**config.mk**
```make
export PLATFORM = sky130hd
export DESIGN_NAME = calendar_date_counter_top
export DESIGN_NICKNAME = d
export VERILOG_FILES = /design/src/rtl/core/caldc_pkg.sv /design/src/rtl/core/caldc_ctrl.sv /design/src/rtl/core/caldc_dp.sv /design/src/rtl/core/calendar_date_counter_top.sv
export SDC_FILE = /design/constraint.sdc
export NUM_CORES = 1
export LEC_CHECK = 0
export BUFFER_PORTS_ARGS = -buffer_cell sky130_fd_sc_hd__buf_2
export CORE_MARGIN = 5
export CORE_UTILIZATION = 30
export CTS_CLUSTER_DIAMETER = 40
export DETAILED_ROUTE_END_ITERATION = 12
export SYNTH_ARGS = -nofsm -noshare
export SYNTH_HDL_FRONTEND = slang
export SYNTH_SLANG_ARGS = --single-unit
```
**constraint.sdc**
```tcl
create_clock -name i_clk -period 10.63 [get_ports i_clk]
set_input_delay 2.126 -clock i_clk [delete_from_list [all_inputs] [get_ports i_clk]]
set_output_delay 2.126 -clock i_clk [all_outputs]
set_load 0.02 [all_outputs]
```
**src/rtl/core/caldc_pkg.sv**
```systemverilog
// calendar date counter: shared types, constants and the month length function
// used by the controller, the datapath and the top level; no dependencies

package caldc_pkg;

    // field widths of the transaction ports
    localparam int ACT_W   = 3;
    localparam int DAY_W   = 5;
    localparam int MONTH_W = 4;
    localparam int YEAR_W  = 12;
    localparam int COUNT_W = 16;

    // calendar constants
    localparam logic [YEAR_W-1:0]  BASE_YEAR      = 12'd1900;
    localparam int                 YEAR_FIELD_TOP = 4095;
    localparam logic [MONTH_W-1:0] LAST_MONTH     = 4'd12;
    localparam logic [DAY_W-1:0]   LAST_DAY       = 5'd31;
    localparam logic [DAY_W-1:0]   LEAP_FEB_DAYS  = 5'd29;

    localparam logic [DAY_W-1:0] MONTH_LEN [0:11] = '{
        5'd31, 5'd28, 5'd31, 5'd30, 5'd31, 5'd30,
        5'd31, 5'd31, 5'd30, 5'd31, 5'd30, 5'd31
    };

    // action codes
    typedef enum logic [ACT_W-1:0] {
        ACT_SET  = 3'd0,
        ACT_NEXT = 3'd1,
        ACT_PREV = 3'd2,
        ACT_ADD  = 3'd3,
        ACT_SUB  = 3'd4
    } t_action;

    // controller to datapath commands
    typedef struct packed {
        logic load;     // capture input transaction
        logic do_set;   // write the requested date
        logic do_fwd;   // one day forward
        logic do_back;  // one day back
        logic dec;      // decrement remaining day count
        logic wr_ok;    // write ok flag
        logic ok_val;
        logic push;     // load output register from stored date
    } t_dp_cmd;

    // datapath to controller status
    typedef struct packed {
        t_action act;
        logic    set_valid;
        logic    fwd_blocked;
        logic    back_blocked;
        logic    count_zero;
        logic    out_free;
    } t_dp_sts;

    // days in month m of year y, every fourth year leap
    function automatic logic [DAY_W-1:0] days_in(
        input logic [MONTH_W-1:0] m,
        input logic [YEAR_W-1:0]  y
    );
        logic [DAY_W-1:0] n;
        if (m < 4'd1 || m > LAST_MONTH) begin
            n = LAST_DAY;
        end else if (m == 4'd2 && y[1:0] == 2'b00) begin
            n = LEAP_FEB_DAYS;
        end else begin
            n = MONTH_LEN[4'(m - 4'd1)];
        end
        return n;
    endfunction

endpackage

```
**src/rtl/core/caldc_ctrl.sv**
```systemverilog
// calendar date counter: controller state machine
// depends on caldc_pkg for the command, status and action types

module caldc_ctrl (
    input  logic               i_clk,
    input  logic               i_rst_n,
    input  logic               i_valid,
    output logic               o_stall,
    input  caldc_pkg::t_dp_sts i_sts,
    output caldc_pkg::t_dp_cmd o_cmd
);
    import caldc_pkg::*;

    typedef enum logic [2:0] {
        ST_IDLE = 3'b001,
        ST_EXEC = 3'b010,
        ST_PUSH = 3'b100
    } t_state;

    t_state r_state;
    t_state n_state;

    // state register
    always_ff @(posedge i_clk) begin
        if (!i_rst_n) begin
            r_state <= ST_IDLE;
        end else begin
            r_state <= n_state;
        end
    end

    // one transaction in flight at a time
    assign o_stall = (r_state != ST_IDLE);

    // next state and commands
    always_comb begin
        n_state = r_state;
        o_cmd   = '0;
        case (r_state)
            ST_IDLE: begin
                if (i_valid) begin
                    o_cmd.load = 1'b1;
                    n_state    = ST_EXEC;
                end
            end
            ST_EXEC: begin
                o_cmd.wr_ok  = 1'b1;
                o_cmd.ok_val = 1'b1;
                case (i_sts.act)
                    ACT_SET: begin
                        o_cmd.do_set = i_sts.set_valid;
                        o_cmd.ok_val = i_sts.set_valid;
                        n_state      = ST_PUSH;
                    end
                    ACT_NEXT: begin
                        o_cmd.do_fwd = 1'b1;
                        n_state      = ST_PUSH;
                    end
                    ACT_PREV: begin
                        o_cmd.do_back = 1'b1;
                        n_state       = ST_PUSH;
                    end
                    ACT_ADD: begin
                        if (i_sts.count_zero || i_sts.fwd_blocked) begin
                            n_state = ST_PUSH;
                        end else begin
                            o_cmd.do_fwd = 1'b1;
                            o_cmd.dec    = 1'b1;
                        end
                    end
                    ACT_SUB: begin
                        if (i_sts.count_zero || i_sts.back_blocked) begin
                            n_state = ST_PUSH;
                        end else begin
                            o_cmd.do_back = 1'b1;
                            o_cmd.dec     = 1'b1;
                        end
                    end
                    default: begin
                        o_cmd.ok_val = 1'b0;
                        n_state      = ST_PUSH;
                    end
                endcase
            end
            ST_PUSH: begin
                if (i_sts.out_free) begin
                    o_cmd.push = 1'b1;
                    n_state    = ST_IDLE;
                end
            end
            default: begin
                n_state = ST_IDLE;
            end
        endcase
    end

endmodule

```
**src/rtl/core/caldc_dp.sv**
```systemverilog
// calendar date counter: datapath with the stored date, day step unit,
// set check, remaining count and output register; depends on caldc_pkg

module caldc_dp #(
    parameter int MAX_YEAR = 4095
) (
    input  logic                            i_clk,
    input  logic                            i_rst_n,
    input  logic [caldc_pkg::ACT_W-1:0]     i_action,
    input  logic [caldc_pkg::DAY_W-1:0]     i_day_in,
    input  logic [caldc_pkg::MONTH_W-1:0]   i_month_in,
    input  logic [caldc_pkg::YEAR_W-1:0]    i_year_in,
    input  logic [caldc_pkg::COUNT_W-1:0]   i_count,
    input  logic                            i_stall,
    output logic                            o_valid,
    output logic [caldc_pkg::DAY_W-1:0]     o_day_out,
    output logic [caldc_pkg::MONTH_W-1:0]   o_month_out,
    output logic [caldc_pkg::YEAR_W-1:0]    o_year_out,
    output logic                            o_ok,
    input  caldc_pkg::t_dp_cmd              i_cmd,
    output caldc_pkg::t_dp_sts              o_sts
);
    import caldc_pkg::*;

    // top year clipped to the year field
    localparam logic [YEAR_W-1:0] TOP_YEAR =
        YEAR_W'((MAX_YEAR < YEAR_FIELD_TOP) ? MAX_YEAR : YEAR_FIELD_TOP);

    logic [DAY_W-1:0]   r_day,   n_day;
    logic [MONTH_W-1:0] r_month, n_month;
    logic [YEAR_W-1:0]  r_year,  n_year;
    logic [COUNT_W-1:0] r_count, n_count;

    logic [ACT_W-1:0]   r_act;
    logic [DAY_W-1:0]   r_day_in;
    logic [MONTH_W-1:0] r_month_in;
    logic [YEAR_W-1:0]  r_year_in;
    logic               r_ok;

    logic               r_out_valid;
    logic [DAY_W-1:0]   r_out_day;
    logic [MONTH_W-1:0] r_out_month;
    logic [YEAR_W-1:0]  r_out_year;
    logic               r_out_ok;

    logic [DAY_W-1:0]   dim_cur;
    logic [DAY_W-1:0]   dim_prev;
    logic [DAY_W-1:0]   dim_set;
    logic [MONTH_W-1:0] prev_month;
    logic [DAY_W-1:0]   fwd_day,   back_day;
    logic [MONTH_W-1:0] fwd_month, back_month;
    logic [YEAR_W-1:0]  fwd_year,  back_year;
    logic               fwd_blocked, back_blocked;
    logic               set_valid;

    // month lengths for the step unit and the set check
    assign prev_month = r_month - 4'd1;
    assign dim_cur    = days_in(r_month, r_year);
    assign dim_prev   = days_in(prev_month, r_year);
    assign dim_set    = days_in(r_month_in, r_year_in);

    // one day forward
    always_comb begin
        fwd_day     = r_day;
        fwd_month   = r_month;
        fwd_year    = r_year;
        fwd_blocked = 1'b0;
        if (r_day < dim_cur) begin
            fwd_day = r_day + 5'd1;
        end else if (r_month < LAST_MONTH) begin
            fwd_month = r_month + 4'd1;
            fwd_day   = 5'd1;
        end else if (r_year < TOP_YEAR) begin
            fwd_year  = r_year + 12'd1;
            fwd_month = 4'd1;
            fwd_day   = 5'd1;
        end else begin
            fwd_blocked = 1'b1;
        end
    end

    // one day back
    always_comb begin
        back_day     = r_day;
        back_month   = r_month;
        back_year    = r_year;
        back_blocked = 1'b0;
        if (r_day > 5'd1) begin
            back_day = r_day - 5'd1;
        end else if (r_month > 4'd1) begin
            back_month = prev_month;
            back_day   = dim_prev;
        end else if (r_year > BASE_YEAR) begin
            back_year  = r_year - 12'd1;
            back_month = LAST_MONTH;
            back_day   = LAST_DAY;
        end else begin
            back_blocked = 1'b1;
        end
    end

    // set request check
    assign set_valid = (r_day_in >= 5'd1) && (r_month_in >= 4'd1) &&
                       (r_month_in <= LAST_MONTH) && (r_year_in >= BASE_YEAR) &&
                       (r_year_in <= TOP_YEAR) && (r_day_in <= dim_set);

    // next stored date and count
    always_comb begin
        n_day   = r_day;
        n_month = r_month;
        n_year  = r_year;
        if (i_cmd.do_set) begin
            n_day   = r_day_in;
            n_month = r_month_in;
            n_year  = r_year_in;
        end else if (i_cmd.do_fwd) begin
            n_day   = fwd_day;
            n_month = fwd_month;
            n_year  = fwd_year;
        end else if (i_cmd.do_back) begin
            n_day   = back_day;
            n_month = back_month;
            n_year  = back_year;
        end
        n_count = r_count;
        if (i_cmd.load) begin
            n_count = i_count;
        end else if (i_cmd.dec) begin
            n_count = r_count - 16'd1;
        end
    end

    // stored date
    always_ff @(posedge i_clk) begin
        if (!i_rst_n) begin
            r_day   <= 5'd1;
            r_month <= 4'd1;
            r_year  <= BASE_YEAR;
        end else begin
            r_day   <= n_day;
            r_month <= n_month;
            r_year  <= n_year;
        end
    end

    // captured transaction fields, count and ok flag
    always_ff @(posedge i_clk) begin
        r_count <= n_count;
        if (i_cmd.load) begin
            r_act      <= i_action;
            r_day_in   <= i_day_in;
            r_month_in <= i_month_in;
            r_year_in  <= i_year_in;
        end
        if (i_cmd.wr_ok) begin
            r_ok <= i_cmd.ok_val;
        end
    end

    // output register
    always_ff @(posedge i_clk) begin
        if (!i_rst_n) begin
            r_out_valid <= 1'b0;
        end else if (i_cmd.push) begin
            r_out_valid <= 1'b1;
        end else if (!i_stall) begin
            r_out_valid <= 1'b0;
        end
    end

    always_ff @(posedge i_clk) begin
        if (i_cmd.push) begin
            r_out_day   <= r_day;
            r_out_month <= r_month;
            r_out_year  <= r_year;
            r_out_ok    <= r_ok;
        end
    end

    assign o_valid     = r_out_valid;
    assign o_day_out   = r_out_day;
    assign o_month_out = r_out_month;
    assign o_year_out  = r_out_year;
    assign o_ok        = r_out_ok;

    // status to the controller
    assign o_sts.act          = t_action'(r_act);
    assign o_sts.set_valid    = set_valid;
    assign o_sts.fwd_blocked  = fwd_blocked;
    assign o_sts.back_blocked = back_blocked;
    assign o_sts.count_zero   = (r_count == '0);
    assign o_sts.out_free     = !r_out_valid || !i_stall;

endmodule

```
**src/rtl/core/calendar_date_counter_top.sv**
```systemverilog
// Calendar date counter. Holds a day/month/year date (reset 1 Jan 1900, every
// fourth year leap) and per transaction sets it (checked; a bad date keeps
// the old one and returns ok = 0) or moves it by one day or by i_count days,
// clamped at 1 Jan 1900 and at 31 Dec of min(MAX_YEAR, 4095). An unused action
// code keeps the date and returns ok = 0. One result per transaction. Add and
// subtract run the shared day step unit one day per cycle until the count is
// used up or a date bound is reached.
// A result held by a stalled output adds its wait to the result stage only;
// the next transaction is taken as soon as the result is in the output register.
// depends on caldc_pkg, caldc_ctrl and caldc_dp

module calendar_date_counter_top #(
    parameter int MAX_YEAR = 4095
) (
    input  logic                            i_clk,
    input  logic                            i_rst_n,
    input  logic                            i_valid,
    output logic                            o_stall,
    input  logic [caldc_pkg::ACT_W-1:0]     i_action,
    input  logic [caldc_pkg::DAY_W-1:0]     i_day_in,
    input  logic [caldc_pkg::MONTH_W-1:0]   i_month_in,
    input  logic [caldc_pkg::YEAR_W-1:0]    i_year_in,
    input  logic [caldc_pkg::COUNT_W-1:0]   i_count,
    output logic                            o_valid,
    input  logic                            i_stall,
    output logic [caldc_pkg::DAY_W-1:0]     o_day_out,
    output logic [caldc_pkg::MONTH_W-1:0]   o_month_out,
    output logic [caldc_pkg::YEAR_W-1:0]    o_year_out,
    output logic                            o_ok
);
    import caldc_pkg::*;

    t_dp_cmd cmd;
    t_dp_sts sts;

    // sequencer
    caldc_ctrl u_ctrl (
        .i_clk   (i_clk),
        .i_rst_n (i_rst_n),
        .i_valid (i_valid),
        .o_stall (o_stall),
        .i_sts   (sts),
        .o_cmd   (cmd)
    );

    // date registers, step unit and output register
    caldc_dp #(
        .MAX_YEAR (MAX_YEAR)
    ) u_dp (
        .i_clk       (i_clk),
        .i_rst_n     (i_rst_n),
        .i_action    (i_action),
        .i_day_in    (i_day_in),
        .i_month_in  (i_month_in),
        .i_year_in   (i_year_in),
        .i_count     (i_count),
        .i_stall     (i_stall),
        .o_valid     (o_valid),
        .o_day_out   (o_day_out),
        .o_month_out (o_month_out),
        .o_year_out  (o_year_out),
        .o_ok        (o_ok),
        .i_cmd       (cmd),
        .o_sts       (sts)
    );

endmodule

```
# Word-level counts from Yosys, hierarchy flattened
# Memories as Yosys holds them, arrays and structs flattened.
# Cells that the tools add are included.
op_classes:
  add_sub_neg: 9
  n_mul: 0
  n_div: 0
  magnitude_cmp: 21
  eq_ne: 23
  shifts: 0
  n_mux: 67
  bitwise_logic: 3
  reduce_logical: 30
op_table:
  columns: ["cell", "count"]
  rows:
  - ["12-bit two-way mux", 9]
  - ["5-bit two-way mux", 21]
  - ["4-bit two-way mux", 9]
  - ["16-bit two-way mux", 2]
  - ["16-bit zero test", 1]
  - ["16-bit by 1-bit subtractor with 16-bit output (second input constant)", 1]
  - ["5-bit greater-or-equal comparator (second input constant)", 3]
  - ["4-bit NOT with 5-bit output", 3]
  - ["1-bit two-way mux", 14]
  - ["12-bit by 1-bit adder with 12-bit output (second input constant)", 1]
  - ["4-bit by 2-bit equality test with 1-bit output (second input constant)", 3]
  - ["12-bit by 11-bit greater-or-equal comparator with 1-bit output (second input constant)", 1]
  - ["12-bit by 11-bit > comparator with 1-bit output (second input constant)", 1]
  - ["4-bit > comparator (second input constant)", 3]
  - ["12-bit <= comparator (second input constant)", 1]
  - ["12-bit less-than comparator (second input constant)", 1]
  - ["4-bit by 1-bit less-than comparator with 1-bit output (second input constant)", 3]
  - ["3-bit two-way mux", 4]
  - ["3-bit inequality test (second input constant)", 4]
  - ["12-bit by 1-bit subtractor with 12-bit output (second input constant)", 1]
  - ["4-bit by 1-bit subtractor with 4-bit output (second input constant)", 3]
  - ["3-bit by 2-bit equality test with 1-bit output (second input constant)", 3]
  - ["3-bit case mux with 3 select lines", 1]
  - ["1-bit logical AND", 8]
  - ["36 further kinds", 52]
totals:
  reg_bits: 88
  latch_bits: 0
  mem_bits_rw: 0
  mem_bits_ro: 240
  in_bits: 44
  out_inout_bits: 24
  memories: 3
mem_list:
  columns: ["memory", "words", "word_bits", "read_ports", "rd_ports_with_merged_regs", "write_ports", "line_no", "text"]
  rows:
  - ["(name not given)", 16, 5, 1, 0, 0, "caldc_pkg.sv:67", "n = MONTH_LEN[4'(m - 4'd1)];"]
  - ["(name not given)", 16, 5, 1, 0, 0, "caldc_pkg.sv:67", null]
  - ["(name not given)", 16, 5, 1, 0, 0, "caldc_pkg.sv:67", null]

# Logic depth before layout (Yosys ltp)
# Gate-level depths: netlist of run 1.
logic_depth:
  ltp_word: 16
  mapped_depth: 23
  ltp_nobuf: 21

# By module
# From an unflattened synthesis of run 1, not the netlist that was laid out.
hier_totals:
  cells_unflattened: 524
  hier_area_um2: 5266.3
by_module_without_submodules:
  columns: ["module", "instances", "cells_per_inst", "area_each_um2"]
  rows:
  - ["caldc_dp", 1, 489, 4991.0]
  - ["caldc_ctrl", 1, 35, 275.3]

# Worst setup path before layout of run 1
# No wires, ideal clock.
synth_timing:
  path_kind: "reg-to-reg"
  start: "register u_dp.r_month[0]"
  end: "register u_dp.r_year[10]"
  setup_time_ps: 128
  arrival_ps: 4141
  required_ps: 10502
  slack_ps: 6361
  path_stages_with_launch: 24
  path_buffers: 2
  period_less_slack_ps: 4269
  cell_sequence: "dfxtp_1 buf_2 inv_1 ha_1 buf_4 nor4_1 a21oi_1 o32ai_1 and2_1 ha_1 a21oi_1 nand4b_1 o31ai_4 a21boi_2 inv_2 ha_1 a21o_1 a21oi_1 o211a_1 o41ai_1 xnor2_1 a21oi_1 mux2i_1 nand2_1"
synth_via:
  elab_chain_cells: 15
synth_rtl:
  columns: ["item", "line_no", "text"]
  rows:
  - ["start, declared", "caldc_dp.sv:30", "logic [MONTH_W-1:0] r_month, n_month;"]
  - ["start signal, assigned", "caldc_dp.sv:141", "r_month <= n_month;"]
  - ["4-bit by 1-bit subtractor with 4-bit output", "caldc_pkg.sv:67", null]
  - ["4-bit NOT with 5-bit output (implied by the code)", "caldc_pkg.sv:67", null]
  - ["memory 16 x 5 bit", null, null]
  - ["5-bit two-way mux (implied by the code) (2 in series)", "caldc_pkg.sv:67", null]
  - ["5-bit two-way mux", "caldc_pkg.sv:64", "end else if (m == 4'd2 && y[1:0] == 2'b00) begin"]
  - ["5-bit two-way mux", "caldc_pkg.sv:62", "if (m < 4'd1 || m > LAST_MONTH) begin"]
  - ["5-bit less-than comparator", "caldc_dp.sv:68", "if (r_day < dim_cur) begin"]
  - ["1-bit two-way mux", "caldc_dp.sv:68", null]
  - ["1-bit logical OR", "caldc_ctrl.sv:64", "if (i_sts.count_zero || i_sts.fwd_blocked) begin"]
  - ["1-bit two-way mux", "caldc_ctrl.sv:64", null]
  - ["1-bit case mux with 2 select lines", "caldc_ctrl.sv:49", "case (i_sts.act)"]
  - ["6-bit two-way mux", "caldc_ctrl.sv:39", "case (r_state)"]
  - ["3-bit inequality test (no line), or another cell as far along", null, null]
  - ["7-bit AND reduction (no line) / 12-bit two-way mux (equally long branches)", null, null]
  - ["end signal, assigned", "caldc_dp.sv:142", "r_year <= n_year;"]
  - ["end, declared", "caldc_dp.sv:31", "logic [YEAR_W-1:0] r_year, n_year;"]
# Parallel ways exist; a longest one is shown, timed or not. The select of a mux whose other input is x is not followed.
# A chain may end at the register's enable or synchronous reset.

# Worst setup path after layout of run 1
layout_timing:
  start: "register u_dp.r_month[0]"
  end: "register u_dp.r_year[9]"
# Same word-level chain as after synthesis.

==> results of run 1 <==
## registers in the layout, indices dropped and copies added, names as in the netlist
name,flops
u_dp.r_count,16
u_dp.o_year_out,12
u_dp.r_year,12
u_dp.r_year_in,12
u_dp.o_day_out,5
u_dp.r_day,5
u_dp.r_day_in,5
u_dp.o_month_out,4
u_dp.r_month,4
u_dp.r_month_in,4
u_ctrl.r_state,3
u_dp.r_act,3
u_dp.o_ok,1
u_dp.o_valid,1
u_dp.r_ok,1
## worst min-delay path by stage
stage                end  slack [ns]  startpoint
2_1_floorplan  u_dp.o_ok        0.40   u_dp.r_ok
3_3_place_gp   u_dp.o_ok        0.46   u_dp.r_ok
3_5_place_dp   u_dp.o_ok        0.46   u_dp.r_ok
4_1_cts        u_dp.o_ok        0.48   u_dp.r_ok
5_1_grt        u_dp.o_ok        0.48   u_dp.r_ok
6_report       u_dp.o_ok        0.47   u_dp.r_ok
## stage by stage
stage	utilization, %	total power [uW]	std cells
final	35.5	755	784
after global routing	35.5	790	784
after CTS	35.5	766	784
after detailed placement	33.8	463	768
after global placement	33.8	461	768
after floorplan	-	440	501
## per-layer routing
layer / global-route usage [%] / vias to the layer above / part of all wire, %
li1: - / 2010 / -
met1: 17.0 / 1872 / 45
met2: 20.0 / 123 / 47
met3: 2.74 / 20 / 6.0
met4: 6.02 / 0 / 2.3
met5: 0 / - / 0
## layout make-up
| cell class | instances | area [um2] |
|---|---|---|
| Timing Repair Buffer | 69 | 350 |
| Fill cell | 1650 | 10700 |
| Clock inverter | 4 | 28.8 |
| Clock buffer | 12 | 246 |
| Sequential cell | 88 | 2390 |
| Inverter | 16 | 60.1 |
| Multi-Input combinational cell | 375 | 2510 |
| Tap cell | 220 | 275 |
## layout by cell type (no fill, tap or decap), types with 9 or more instances in the layout
cell type,count
nand2_1,63
a211oi_1,11
xor2_1,14
nor2_1,27
o21ai_0,42
buf_2,67
inv_1,15
clkbuf_16,9
ha_1,24
o211ai_1,9
edfxtp_1,63
dfxtp_1,25
xnor2_1,18
mux2i_1,10
nand3_1,11
nor3_1,13
a21oi_1,28
## report_power, final
part / switching, uW / internal (uW)
clock network: 134 / 166
registers: 14.4 / 386
logic: 31.5 / 22.6
total: 180 / 575
## kinds of logic after synthesis
group	after synthesis	synth area share, %
AOI/OAI and AO/OA	145	19.4
buffers and inverters	38	3.27
xor gates and xnor gates	32	5.55
muxes	11	2.21
and+or+nand+nor	162	15.9
adders and majority gates	25	6.34
DFF	88	47.4
==> results_dict.tcl, run 1 <==
set metrics [dict create \
    worstPathCellList "inv_1 > ha_1 > nor4_1 > a21oi_1 > o32ai_1 > and2_1 > ha_1 > a21oi_1 > nand4b_1 > o31ai_4 > a21boi_2 > inv_2 > ha_1 > a211o_1 > a21oi_1 > o21ai_0 > a211oi_1 > xor2_1 > o21ai_0 > mux2i_1 > nand2_1" \
    gp_congestion 0.883 \
    via_per_inst 5.13 \
    antenna_found_initial 0 \
    synth_area_leader_cell "edfxtp_1" \
    drc 0 \
    dr_total_vias 4025 \
    cts_tree "done" \
    numCtsBuffers 9 \
    ys_warn_count 0 \
    place_ws_ns 5.39 \
    synth_top_area_share_pct 37.5 \
    max-slew-margin-rel_pct 27.0 \
    synth_ff_type "edfxtp_1" \
    synth_edf_count 63 \
    final_design_area_no_fill_um2 5860 \
    reg2reg_slack_ns 5.30 \
    finalSetupViolCount 0 \
    grt_pass1_vias 3930 \
    finalCritPeriodShare_pct 50.1 \
    r2r_cells 21 \
    endpoint_kind "flop" \
    max_freq_mhz 188 \
    holdWs_ns 0.473 \
    max-vdd-ir-drop_mv 0.0723 \
    slew_violations 0 \
    placed_area_um2 5580 \
    synth-seq-cells 88 \
    async_reset_ff_share_pct 0 \
    start_util_pct 30.6 \
    fin_ws_ns 5.30 \
    path_depth 21 \
    synth_fp_nets 570 \
    fin_setup_tns_ns 0 \
    synth_area_um2 5050 \
    startpoint_type "flop" \
    worst_pin_slew_ns 1.09 \
    antennaDiodeCount 0 \
    synth_cells 501 \
    totalWireLength_um 12300 \
    clock_path_buffers 2 \
    io_pins 68 \
    leakage_uw 0.00218 \
    first_iter_violations 265 \
    cts_resized 0 \
    hold_buffers 0 \
    die_h_um 140 \
    crit_start "u_dp.r_month[0]" \
    required_ns 10.85 \
    synthTopCellsByCount "edfxtp_1, nand2_1, o21ai_0, a21oi_1, nor2_1" \
    dr.pass1.iters 5 \
    r2r-end "u_dp.r_year[9]" \
    hold_path_depth 0 \
    dieArea_um2 19500 \
    num_rows 47 \
    critPathBufInv 2 \
    grt_pass1_wl_um 20200 \
    worst-path-max-fanout 18 \
    grt_max_degree 59 \
    ant_nets 0 \
    core_region_area_um2 16500 \
    synth_area_leaders "edfxtp_1, dfxtp_1, ha_1" \
    period_needed_ns 5.33 \
    syn_area_per_cell_um2 10.1 \
    hpwl_um 9080 \
    slowest_stage "dfxtp_1" \
    post_cts_buffers 0 \
    grtUsageTotal_pct 12.8 \
    yosysSeqAreaShare_pct 47.4 \
    drive_gt1_share_pct 17.6 \
    grt.overflow.total 0 \
    clock-root-buffer "clkbuf_16" \
    clock_skew_ns 0.00898 \
    status "finished, final reports clean" \
    place.port_buffers 67 \
    arrival_ns 5.55 \
    hold_path.class "flop to flop" \
    slowest_delay_ns 0.67 \
    hold_viol 0 \
    critical_path_class "flop to flop" \
    h-tree-depth 3 \
    worstSkewPairLatency_ns 0.35 \
    critical-path-top-delay-family "compound AO/OA/AOI/OAI gates" \
    cap_violations 0 \
    dieWidth_um 140 \
    clock-sinks 88 \
    r2r-start "u_dp.r_month[0]" \
    wl_per_cell_um 15.7 \
    rsz0062_at_grt "false" \
    areaGrowthSynthToFinish_pct 16.0 \
    endpoint "u_dp.r_year[9]" \
    power_density_nw_per_um2 129 \
    yosysUniqueCellTypes 71 \
    finalNetCount 628 \
    clk_pin_slew_ns 0.07 \
]
Power figures use the tool's default switching activity.
==> run 2: changes to the inputs <==
- clock period: 10.63 -> 5.39 ns (I/O delays scaled with it)
==> results_dict.tcl, run 2 (same netlist as run 1, synthesis figures left out) <==
set metrics [dict create \
    leakage_uw 0.00222 \
    grt.overflow.total 0 \
    antennaDiodeCount 0 \
    dieArea_um2 19500 \
    reg2reg_slack_ns 0.89 \
    rsz0062_at_grt "false" \
    fin_setup_tns_ns 0 \
    finalCritPeriodShare_pct 83.5 \
    io_pins 68 \
    cpMostUsedCell "ha_1" \
    post_cts_buffers 0 \
    met1_length_um 5840 \
    gp_congestion 0.934 \
    layout_commonest_cell "buf_2" \
    slowest_stage "dfxtp_1" \
    via_per_inst 5.22 \
    worst-path-max-fanout 13 \
    worst_pin_slew_ns 1.05 \
    n_fill_cell 1646 \
    numCtsBuffers 9 \
    top_layer_used "met4" \
    hold_path.class "flop to flop" \
    wl_met2_um 5650 \
    r2r-end "u_dp.r_year[9]" \
    slowest_delay_ns 0.52 \
    grt_pass1_wl_um 20100 \
    areaGrowthSynthToFinish_pct 17.5 \
    die_h_um 140 \
    core_region_area_um2 16500 \
    finalNetCount 634 \
    start_util_pct 30.6 \
    dieWidth_um 140 \
    h-tree-depth 3 \
    clock_skew_ns 0.00866 \
    grt_pass1_vias 3980 \
    power_density_nw_per_um2 260 \
    endpoint_kind "flop" \
    total_power_uw 1540 \
    worstPathCellList "inv_1 > ha_1 > a21oi_1 > o32ai_1 > and2_1 > ha_1 > nand4_1 > o31ai_4 > a21boi_2 > inv_2 > ha_1 > a211o_1 > a21oi_1 > o21ai_0 > a211oi_1 > xor2_1 > o21ai_0 > mux2i_1 > nand2_1" \
    max_freq_mhz 222 \
    startpoint_type "flop" \
    slew_violations 0 \
    max-slew-margin-rel_pct 30.1 \
    grtUsageTotal_pct 12.8 \
    status "finished, final reports clean" \
    drc 0 \
    final_design_area_no_fill_um2 5930 \
    first_iter_violations 219 \
    clock_path_buffers 2 \
    cts_tree "done" \
    top_register "u_dp.r_count" \
    hold_viol 0 \
    largest_reg_flops 16 \
    drive_gt1_share_pct 18.1 \
    place.port_buffers 67 \
    whs_endpoint "u_dp.o_ok" \
    holdWs_ns 0.485 \
    hold_path_depth 0 \
    totalWireLength_um 12600 \
    arrival_ns 4.72 \
    grt_max_degree 59 \
    hpwl_um 9260 \
    period_needed_ns 4.50 \
    num_rows 47 \
    cts_resized 0 \
    hold_buffers 0 \
    critical_path_class "flop to flop" \
    r2r-start "u_dp.r_month[1]" \
    ant_nets 0 \
    crit_start "u_dp.r_month[1]" \
    dr.pass1.iters 5 \
    dr_total_vias 4122 \
    utilization_pct 35.9 \
    clock-root-buffer "clkbuf_16" \
    finalSetupViolCount 0 \
    antenna_found_initial 0 \
    wl_per_cell_um 15.9 \
    clock-sinks 88 \
    wl_met3_um 817 \
    worstSkewPairLatency_ns 0.35 \
    r2r_cells 19 \
    placed_area_um2 5630 \
    mostFrequentLayoutCells "buf_2, nand2_1, edfxtp_1, o21ai_0, a21oi_1" \
    max-vdd-ir-drop_mv 0.135 \
    required_ns 5.61 \
    clk_pin_slew_ns 0.06 \
    cap_violations 0 \
    min_from "u_dp.r_ok" \
]
## run 2: cell type report
| type | count | area [um2] | share of cell area (%) |
|---|---|---|---|
| inverter | 16 | 60.1 | 1.01 |
| multi-input combinational | 375 | 2510 | 42.2 |
| timing repair buffer | 75 | 395 | 6.66 |
| clock inverter | 2 | 38.8 | 0.654 |
| tap | 220 | 275 | 4.64 |
| sequential | 88 | 2390 | 40.3 |
| clock buffer | 14 | 265 | 4.47 |
## run 2: metrics by stage
stage               worst slack (ns)  instances
global route                   0.442        790
global placement                1.06        774
detailed placement             0.912        774
floorplan                       1.12        501
CTS                            0.900        790
finish                         0.889        790
## run 2: worst max-delay path, delay by kind of cell (launching register included)
kind | cells | cell delay, ns
and+or+nand+nor | 3 | 0.38
xor gates and xnor gates | 1 | 0.17
AOI/OAI and AO/OA | 9 | 1.92
buffers and inverters | 2 | 0.34
adders and majority gates | 3 | 0.92
muxes | 1 | 0.14
DFF | 1 | 0.52
## run 2: where the power goes
part	switching [uW]	total, uW	internal (uW)
Clock	253	643	390
Combinational	63.3	108	45.0
Sequential	28.4	790	762
## run 2: how the worst max path moves through the flow
stage | slack [ns] | endpoint
2_1_floorplan | 1.12 | u_dp.r_year[10]
3_3_place_gp | 1.06 | u_dp.r_year[9]
3_5_place_dp | 0.91 | u_dp.r_year[9]
4_1_cts | 0.90 | u_dp.r_year[9]
5_1_grt | 0.44 | u_dp.r_year[9]
6_report | 0.89 | u_dp.r_year[9]
## run 2: per-layer routing
| layer | global-route usage, % | vias up |
|---|---|---|
| met5 | 0 | - |
| met4 | 6.02 | 0 |
| met3 | 3.02 | 18 |
| met2 | 20.0 | 147 |
| met1 | 16.8 | 1950 |
| li1 | - | 2007 |
==> run 3: changes to the inputs <==
- clock period: 5.39 -> 3.7 ns (I/O delays scaled with it)
==> results_dict.tcl, run 3 (same netlist as run 1, synthesis figures left out) <==
set metrics [dict create \
    status "finished, final reports clean" \
    numCtsBuffers 9 \
    r2r-start "u_dp.r_month[0]" \
    drive_gt1_share_pct 25.8 \
    fin_cells 814 \
    antennaDiodeCount 0 \
    hold_path.class "flop to flop" \
    num_rows 47 \
    finalCritPeriodShare_pct 100 \
    gp_congestion 0.873 \
    cap_violations 0 \
    hold_viol 0 \
    max-slew-margin-rel_pct 43.2 \
    rsz0062_at_grt "true" \
    top_register "u_dp.r_count" \
    required_ns 3.93 \
    min_from "u_dp.r_ok" \
    dieArea_um2 19500 \
    critical_path_class "flop to flop" \
    h-tree-depth 3 \
    dr_total_vias 4205 \
    finalSetupViolCount 0 \
    via_per_inst 5.17 \
    core_region_area_um2 16500 \
    slowest_stage "dfxtp_4" \
    arrival_ns 3.93 \
    dieWidth_um 140 \
    cts_tree "done" \
    grt.overflow.total 0 \
    slew_violations 0 \
    leakage_uw 0.00236 \
    worstSkewPairLatency_ns 0.35 \
    grt_max_degree 58 \
    endpoint_kind "flop" \
    holdWs_ns 0.499 \
    clock_path_buffers 2 \
    crit_start "u_dp.r_month[0]" \
    critPathBufInv 3 \
    critical-path-top-delay-family "compound AO/OA/AOI/OAI gates" \
    antenna_found_initial 0 \
    place.port_buffers 67 \
    wl_per_cell_um 16.2 \
    clock_skew_ns 0.00628 \
    slowest_delay_ns 0.41 \
    worst-path-max-fanout 8 \
    grt_pass1_wl_um 21200 \
    dp.cells 791 \
    layout_commonest_cell "buf_2" \
    first_iter_violations 274 \
    max_freq_mhz 270 \
    grt_pass1_vias 4227 \
    clock-root-buffer "clkbuf_16" \
    mostFrequentLayoutCells "buf_2, nand2_1, edfxtp_1, o21ai_0, buf_4" \
    period_needed_ns 3.70 \
    ant_nets 0 \
    clk_pin_slew_ns 0.07 \
    dr.pass1.iters 4 \
    drc 0 \
    max-vdd-ir-drop_mv 0.187 \
    areaGrowthSynthToFinish_pct 24.2 \
    die_h_um 140 \
    grtUsageTotal_pct 13.4 \
    power_density_nw_per_um2 360 \
    clock-sinks 88 \
    finalNetCount 658 \
    io_pins 68 \
    hpwl_um 9720 \
    largest_reg_flops 16 \
    worst_pin_slew_ns 0.852 \
    start_util_pct 30.6 \
    worstPathCellList "inv_4 > ha_4 > nor4_2 > a21oi_1 > o32ai_1 > and2_1 > ha_4 > a21oi_2 > nand4b_1 > o31ai_4 > a21boi_2 > inv_4 > buf_4 > ha_1 > nand2_1 > o211a_1 > o41ai_2 > xnor2_1 > a21oi_1 > mux2i_1 > nand2_1" \
    totalWireLength_um 13200 \
    startpoint_type "flop" \
]
run 3: cell count changes in the layout (fill, tap and decap cells not counted), moves of 2 or more:
| cell | change |
|---|---|
| a21oi_1 | -8 |
| a21oi_2 | +8 |
| buf_4 | +23 |
| clkbuf_1 | -4 |
| dfxtp_1 | -3 |
| dfxtp_4 | +2 |
| ha_1 | -5 |
| ha_4 | +5 |
| inv_4 | +2 |
| o21ai_0 | -2 |
run 3: worst reg2reg max path, stage by stage (launching register included):
cell,delay [ns]
dfxtp_4,0.41
inv_4,0.06
ha_4,0.17
nor4_2,0.14
a21oi_1,0.07
o32ai_1,0.10
and2_1,0.20
ha_4,0.21
a21oi_2,0.10
nand4b_1,0.17
o31ai_4,0.11
a21boi_2,0.22
inv_4,0.09
buf_4,0.19
ha_1,0.33
nand2_1,0.08
o211a_1,0.24
o41ai_2,0.25
xnor2_1,0.16
a21oi_1,0.08
mux2i_1,0.13
nand2_1,0.06
run 3: timing repair:
item,in CTS,in global routing
gates cloned,0,0
pin swaps,2,15
endpoints found under the setup margin,3,12
resized for setup,0,12
hold buffers,0,0
setup buffers,1,6
run 3: area by class of cell:
cell class	instances	area, um2
inverter	16	65.1
clock buffer	10	239
sequential	88	2400
fill	1625	10300
timing repair buffer	99	588
multi-input combinational	375	2640
tap	220	275
clock inverter	6	65.1
run 3: worst paths after layout:
path | to | slack, ns | cells after the start
max | u_dp.r_year[10] | 0.0009 | 21
min | u_dp.o_ok | 0.50 | 0
max reg2reg | u_dp.r_year[10] | 0.0009 | 21
min reg2reg | u_dp.o_ok | 0.50 | 0
run 3: metal layers:
layer | share of wire (%) | wire length [um] | global-route usage, %
met5 | 0 | 0 | 0
met1 | 45 | 5880 | 16.9
met2 | 48 | 6290 | 22.2
met3 | 5.4 | 716 | 3.16
met4 | 2.4 | 316 | 5.61
run 3: per-stage QoR:
step	total power, uW	instance area [um2]	TNS (ns)	util (%)	worst slack, ns
after floorplan	1260	5140	-0.0612	-	-0.0326
after global placement	1330	5840	0	35.3	0.107
after detailed placement	1340	5840	0	35.3	0.00817
after CTS	2280	6150	0	37.2	0.00692
after global routing	2350	6270	-1.08	37.9	-0.231
final	2260	6270	0	37.9	0.000931
run 3: where the power goes:
group	switching, uW	internal [uW]	total [uW]
combinational	94.8	70.0	165
clock	397	544	942
sequential	41.6	1110	1150
